==> src/rtl/assert_macros.svh <==
// assertion macros shared by the rc4 rtl
// no dependencies; included by files that carry concurrent assertions
`ifndef ASSERT_MACROS_SVH
`define ASSERT_MACROS_SVH

// implication checked on every rising clock edge outside reset
`define ASSERT_IMPL(lbl, clk, rst, ante, cons, msg) \
   lbl: assert property (@(posedge clk) disable iff (rst) (ante) |-> (cons)) \
      else $error(msg);

// plain invariant checked on every rising clock edge outside reset
`define ASSERT_ALWAYS(lbl, clk, rst, cond, msg) \
   lbl: assert property (@(posedge clk) disable iff (rst) (cond)) else $error(msg);

`endif

==> src/rtl/rc4_pkg.sv <==
// rc4 package: constants, microcode word layout and the microcode rom
// no dependencies; used by every other rc4 file except rc4_chan_if
`timescale 1ns / 1ps

package rc4_pkg;

   localparam int BYTE_W         = 8;
   localparam int TABLE_SIZE     = 256;
   localparam int KEY_BYTES_DFLT = 256;
   localparam int UPC_W          = 4;

   // microcode addresses
   localparam logic [UPC_W-1:0] UA_IDLE = 4'd0;
   localparam logic [UPC_W-1:0] UA_D0   = 4'd1;
   localparam logic [UPC_W-1:0] UA_D1   = 4'd2;
   localparam logic [UPC_W-1:0] UA_D2   = 4'd3;
   localparam logic [UPC_W-1:0] UA_KS   = 4'd4;
   localparam logic [UPC_W-1:0] UA_K0   = 4'd5;
   localparam logic [UPC_W-1:0] UA_K1   = 4'd6;
   localparam logic [UPC_W-1:0] UA_K2   = 4'd7;
   localparam logic [UPC_W-1:0] UA_K3   = 4'd8;
   localparam logic [UPC_W-1:0] UA_K4   = 4'd9;

   // read port 0 address select
   localparam logic [1:0] RD0_NONE  = 2'd0;
   localparam logic [1:0] RD0_INEXT = 2'd1;
   localparam logic [1:0] RD0_ICUR  = 2'd2;
   localparam logic [1:0] RD0_SUM   = 2'd3;

   // j update, also the read port 1 address
   localparam logic [1:0] JADD_NONE    = 2'd0;
   localparam logic [1:0] JADD_RD0     = 2'd1;
   localparam logic [1:0] JADD_RD0_KEY = 2'd2;

   // i update
   localparam logic [1:0] IOP_HOLD = 2'd0;
   localparam logic [1:0] IOP_INC  = 2'd1;
   localparam logic [1:0] IOP_CLR  = 2'd2;

   // write port select
   localparam logic [1:0] WR_NONE  = 2'd0;
   localparam logic [1:0] WR_I_RD1 = 2'd1;
   localparam logic [1:0] WR_J_SV  = 2'd2;

   // branch kinds
   localparam logic [1:0] BR_NEXT = 2'd0;
   localparam logic [1:0] BR_LOOP = 2'd1;
   localparam logic [1:0] BR_END  = 2'd2;

   typedef struct packed {
      logic [1:0]       rd0_sel;
      logic [1:0]       jadd;
      logic             j_clr;
      logic [1:0]       i_op;
      logic [1:0]       wr_sel;
      logic             key_rd;
      logic             key_clr;
      logic             key_adv;
      logic             clr_valid;
      logic             save;
      logic             arm_fin;
      logic             set_done;
      logic [1:0]       br;
      logic [UPC_W-1:0] target;
   } ucode_type;

   typedef struct packed {
      logic data;
      logic key;
      logic last;
   } accept_type;

   function automatic ucode_type ucode_rom(input logic [UPC_W-1:0] addr);
      ucode_type w;
      w    = '0;
      w.br = BR_END;
      case (addr)
         UA_IDLE: begin
            w.br = BR_END;
         end
         // prga: i += 1, read s[i]
         UA_D0: begin
            w.rd0_sel = RD0_INEXT;
            w.i_op    = IOP_INC;
            w.br      = BR_NEXT;
         end
         // j += s[i], read s[j]
         UA_D1: begin
            w.jadd = JADD_RD0;
            w.br   = BR_NEXT;
         end
         // s[i] <= s[j], read s[s[i]+s[j]], arm the deferred s[j] write
         UA_D2: begin
            w.wr_sel  = WR_I_RD1;
            w.rd0_sel = RD0_SUM;
            w.save    = 1'b1;
            w.arm_fin = 1'b1;
            w.br      = BR_END;
         end
         // key schedule start: identity table, indices and key pointer cleared
         UA_KS: begin
            w.i_op      = IOP_CLR;
            w.j_clr     = 1'b1;
            w.key_clr   = 1'b1;
            w.clr_valid = 1'b1;
            w.br        = BR_NEXT;
         end
         UA_K0: begin
            w.rd0_sel = RD0_ICUR;
            w.key_rd  = 1'b1;
            w.br      = BR_NEXT;
         end
         UA_K1: begin
            w.jadd = JADD_RD0_KEY;
            w.br   = BR_NEXT;
         end
         UA_K2: begin
            w.wr_sel = WR_I_RD1;
            w.save   = 1'b1;
            w.br     = BR_NEXT;
         end
         UA_K3: begin
            w.wr_sel  = WR_J_SV;
            w.i_op    = IOP_INC;
            w.key_adv = 1'b1;
            w.br      = BR_LOOP;
            w.target  = UA_K0;
         end
         UA_K4: begin
            w.j_clr    = 1'b1;
            w.set_done = 1'b1;
            w.br       = BR_END;
         end
         default: begin
            w.br = BR_END;
         end
      endcase
      return w;
   endfunction

endpackage

==> src/rtl/rc4_useq.sv <==
// rc4 microcode sequencer: step counter, rom lookup and branch resolution
// depends on rc4_pkg and assert_macros.svh
`timescale 1ns / 1ps
`include "assert_macros.svh"

module rc4_useq import rc4_pkg::*; (
   input  logic       clock,
   input  logic       reset,
   input  accept_type acc,
   input  logic       i_last,
   output ucode_type  ctrl,
   output logic       seq_idle
);

   logic [UPC_W-1:0] upc_ff;
   logic [UPC_W-1:0] upc_in;
   logic [UPC_W-1:0] cur_addr;

   assign seq_idle = (upc_ff == UA_IDLE);

   // entry words run in the cycle the transaction is taken
   always_comb begin
      if (seq_idle) begin
         if (acc.data) begin
            cur_addr = UA_D0;
         end else if (acc.key && acc.last) begin
            cur_addr = UA_KS;
         end else begin
            cur_addr = UA_IDLE;
         end
      end else begin
         cur_addr = upc_ff;
      end
   end

   assign ctrl = ucode_rom(cur_addr);

   always_comb begin
      case (ctrl.br)
         BR_NEXT: upc_in = cur_addr + UPC_W'(1);
         BR_LOOP: upc_in = i_last ? cur_addr + UPC_W'(1) : ctrl.target;
         BR_END:  upc_in = UA_IDLE;
         default: upc_in = UA_IDLE;
      endcase
   end

   always_ff @(posedge clock) begin
      if (reset) begin
         upc_ff <= UA_IDLE;
      end else begin
         upc_ff <= upc_in;
      end
   end

   `ASSERT_ALWAYS(a_upc_range, clock, reset, upc_ff <= UA_K4, "step counter left the program")

endmodule

==> config.mk <==
export PLATFORM = sky130hd
export DESIGN_NAME = rc4_useq
export DESIGN_NICKNAME = d
export VERILOG_FILES = /design/src/rtl/rc4_pkg.sv /design/src/rtl/rc4_useq.sv
export VERILOG_INCLUDE_DIRS = /design/src /design/src/rtl
export SDC_FILE = /design/constraint.sdc
export NUM_CORES = 1
export LEC_CHECK = 0
export CORE_AREA = 2 2 39 41
export CTS_CLUSTER_DIAMETER = 150
export DETAILED_ROUTE_END_ITERATION = 12
export DIE_AREA = 0 0 41 43
export DONT_BUFFER_PORTS = 1
export GPL_ROUTABILITY_DRIVEN = 0
export PLACE_DENSITY = 0.65
export SYNTH_ARGS = -nofsm -noshare
export SYNTH_HDL_FRONTEND = slang
export SYNTH_SLANG_ARGS = --single-unit
==> constraint.sdc <==
create_clock -name clock -period 3.5 [get_ports clock]
set_clock_uncertainty 0.2 [all_clocks]
set_input_delay 0.35 -clock clock [delete_from_list [all_inputs] [get_ports clock]]
set_output_delay 0.35 -clock clock [all_outputs]
set_load 0.02 [all_outputs]
==> impl_metrics.ini <==
[cells_and_area]
multiInputGateArea_um2 = 360
top_register = upc_ff
largestRegisters = upc_ff: 4 flops
fin_cells = 76
drive_above_1_share_pct = 16.7
seq_area_um2 = 80.1
fillers = 159
largest_reg_flops = 4
syn_to_final_growth_pct = -4.04
layout_commonest_cell = nor2_1
layout_common_cells = nor2_1, nand2_1, dfxtp_1
layout.nets = 68
num_antenna_cells = 0

[clock_tree]
cts_max_level = 1
clkLatencyLatePin_ns = 0.23
numCtsBuffers = 3
post_cts_resized = 0
clockRootBuffer = clkbuf_4
cts_setup_buffers = 0
cts.sinks = 4
ctsHoldBuffers = 0
cts_tree = done
clk_pin_slew_ns = 0.04
cts_buffer_depth = 2

[min_path]
min_path_type = primary input to register
hold_depth = 2
hold_end = upc_ff[0]
min-delay-start = acc[2]

[grt]
grt-ovfl-total = 0
grt_antenna_before_repair = 0
grt_pass1_wl_um = 1590
grt_usage_pct = 13.4
grt_max_degree = 27
grt_pass1_vias = 365

[setup_path]
required_ns = 2.95
arrival_ns = 1.87
startpoint = upc_ff[1]
crit_chain = inv_1 -> nor4b_1
critPathBufInv = 1
slowest_stage = nor4b_1
crit_family = simple AND/OR/NAND/NOR gates
worstSetupEndpointType = output pin
reg2reg_depth = 3
reg2reg_slack_ns = 1.45
startpoint_type = register
slowest_delay_ns = 0.82
reg2reg_from = upc_ff[2]
path_max_fanout = 14
reg2reg_to = upc_ff[0]
setup.worst_path.class = register to output pin

[job]
drv_cap = 0

[synthesis]
synth_cell_types = 30
synthArstFlopShare_pct = 0
ys.flop_type = dfxtp_1
yosys_warnings = 0
synth_edf_count = 0
synthesis.area_um2 = 527
ys_seq_elements = 4
syn_avg_cell_area_um2 = 7.63
syn_inst = 69
seq_area_frac_synth_pct = 15.2

[floorplan]
die_w_um = 41
die_h_um = 43
die_area_um2 = 1760
ios = 29
num_rows = 14
initial_core_util_pct = 38.1
design.core.area_um2 = 1380

[place]
numPortBuffers = 0
place_ws_ns = 1.33
place_inst = 73
dpl.hpwl_um = 735

[run_status]
status = completed

[timing]
hold_viol = 0
grt_setup_unrepaired = no
tightestPinTransition_ns = 0.965
setup_slack_ns = 1.08
period_share_pct = 69.2
setup_violations = 0
drv_slew = 0
setup_tns_ns = 0
relSlewSlack_pct = 35.1
max_freq_mhz = 413
min_period_ns = 2.42

[route]
wire_per_inst_um = 13.8
via_per_inst = 5.78
drt_iter0_drc = 10
drt-total-wl_um = 1050
firstDrtPassIters = 4
vias = 439
drc_errors = 0
ant_nets = 0

[pwr]
vdd_drop_max_uv = 304
leakage_nw = 0.165
power_mw = 0.397
p_per_area_nw_per_um2 = 785
==> power breakdown <==
part           switching [mW]  total (mW)  leakage, nW  internal (mW)
combinational           0.145       0.222        0.118         0.0771
sequential             0.0616       0.120       0.0327         0.0586
clock                  0.0168      0.0550       0.0138         0.0382
==> cells by family after synthesis <==
logic type | count (synthesis) | synth area share (%)
AND/OR/NAND/NOR | 33 | 41.1
buffers and inverters | 16 | 19.5
AO/OA/AOI/OAI | 12 | 18.3
flip-flops | 4 | 15.2
XOR/XNOR | 2 | 3.33
multiplexers | 1 | 1.90
other | 1 | 0.712
==> synth_stat cells, types with 2 or more instances <==
cell,number,area [um^2]
a21oi_1,3,15.0
nor2_1,6,22.5
nor2b_1,2,12.5
dfxtp_1,4,80.1
nor4bb_1,3,30.0
and3b_1,2,17.5
buf_6,2,22.5
nand2_1,4,15.0
a221oi_2,2,30.0
nor4_1,4,25.0
nor4b_1,2,17.5
buf_4,7,52.6
clkbuf_1,5,18.8
nor3_1,3,15.0
a211oi_1,2,15.0
o21ai_0,2,10.0
nor3b_1,3,22.5
==> how the worst max path moves through the flow <==
stage / endpoint / slack (ns) / depth (start not counted)
finish: ctrl[19] / 1.08 / 2
detailed placement: ctrl[19] / 1.33 / 2
global placement: ctrl[9] / 1.34 / 2
floorplan: ctrl[10] / 0.82 / 4
CTS: ctrl[19] / 1.07 / 2
global route: ctrl[19] / 0.86 / 2
==> routing by layer <==
metal	global-route usage [%]	vias to the layer above	routed length, um
met5	0	-	0
met4	12.7	0	0
met3	2.09	0	52
met2	15.9	12	488
met1	19.2	201	508
li1	-	226	-
==> area by class of cell <==
class	instances	area share, %
clock buffer	3	4.46
inverter	1	0.743
multi-input combinational	50	71.3
sequential	4	15.8
tap	16	3.96
timing repair buffer	2	3.71
==> per-stage QoR <==
| step | utilization [%] | area (um^2) | hold WS [ns] |
|---|---|---|---|
| after floorplan | - | 531 | 0.375 |
| after global placement | 34.9 | 483 | 0.414 |
| after detailed placement | 34.9 | 483 | 0.418 |
| after CTS | 36.5 | 505 | 0.168 |
| after global routing | 36.5 | 505 | 0.182 |
| final | 36.5 | 505 | 0.181 |
Power figures use the tool's default switching activity.
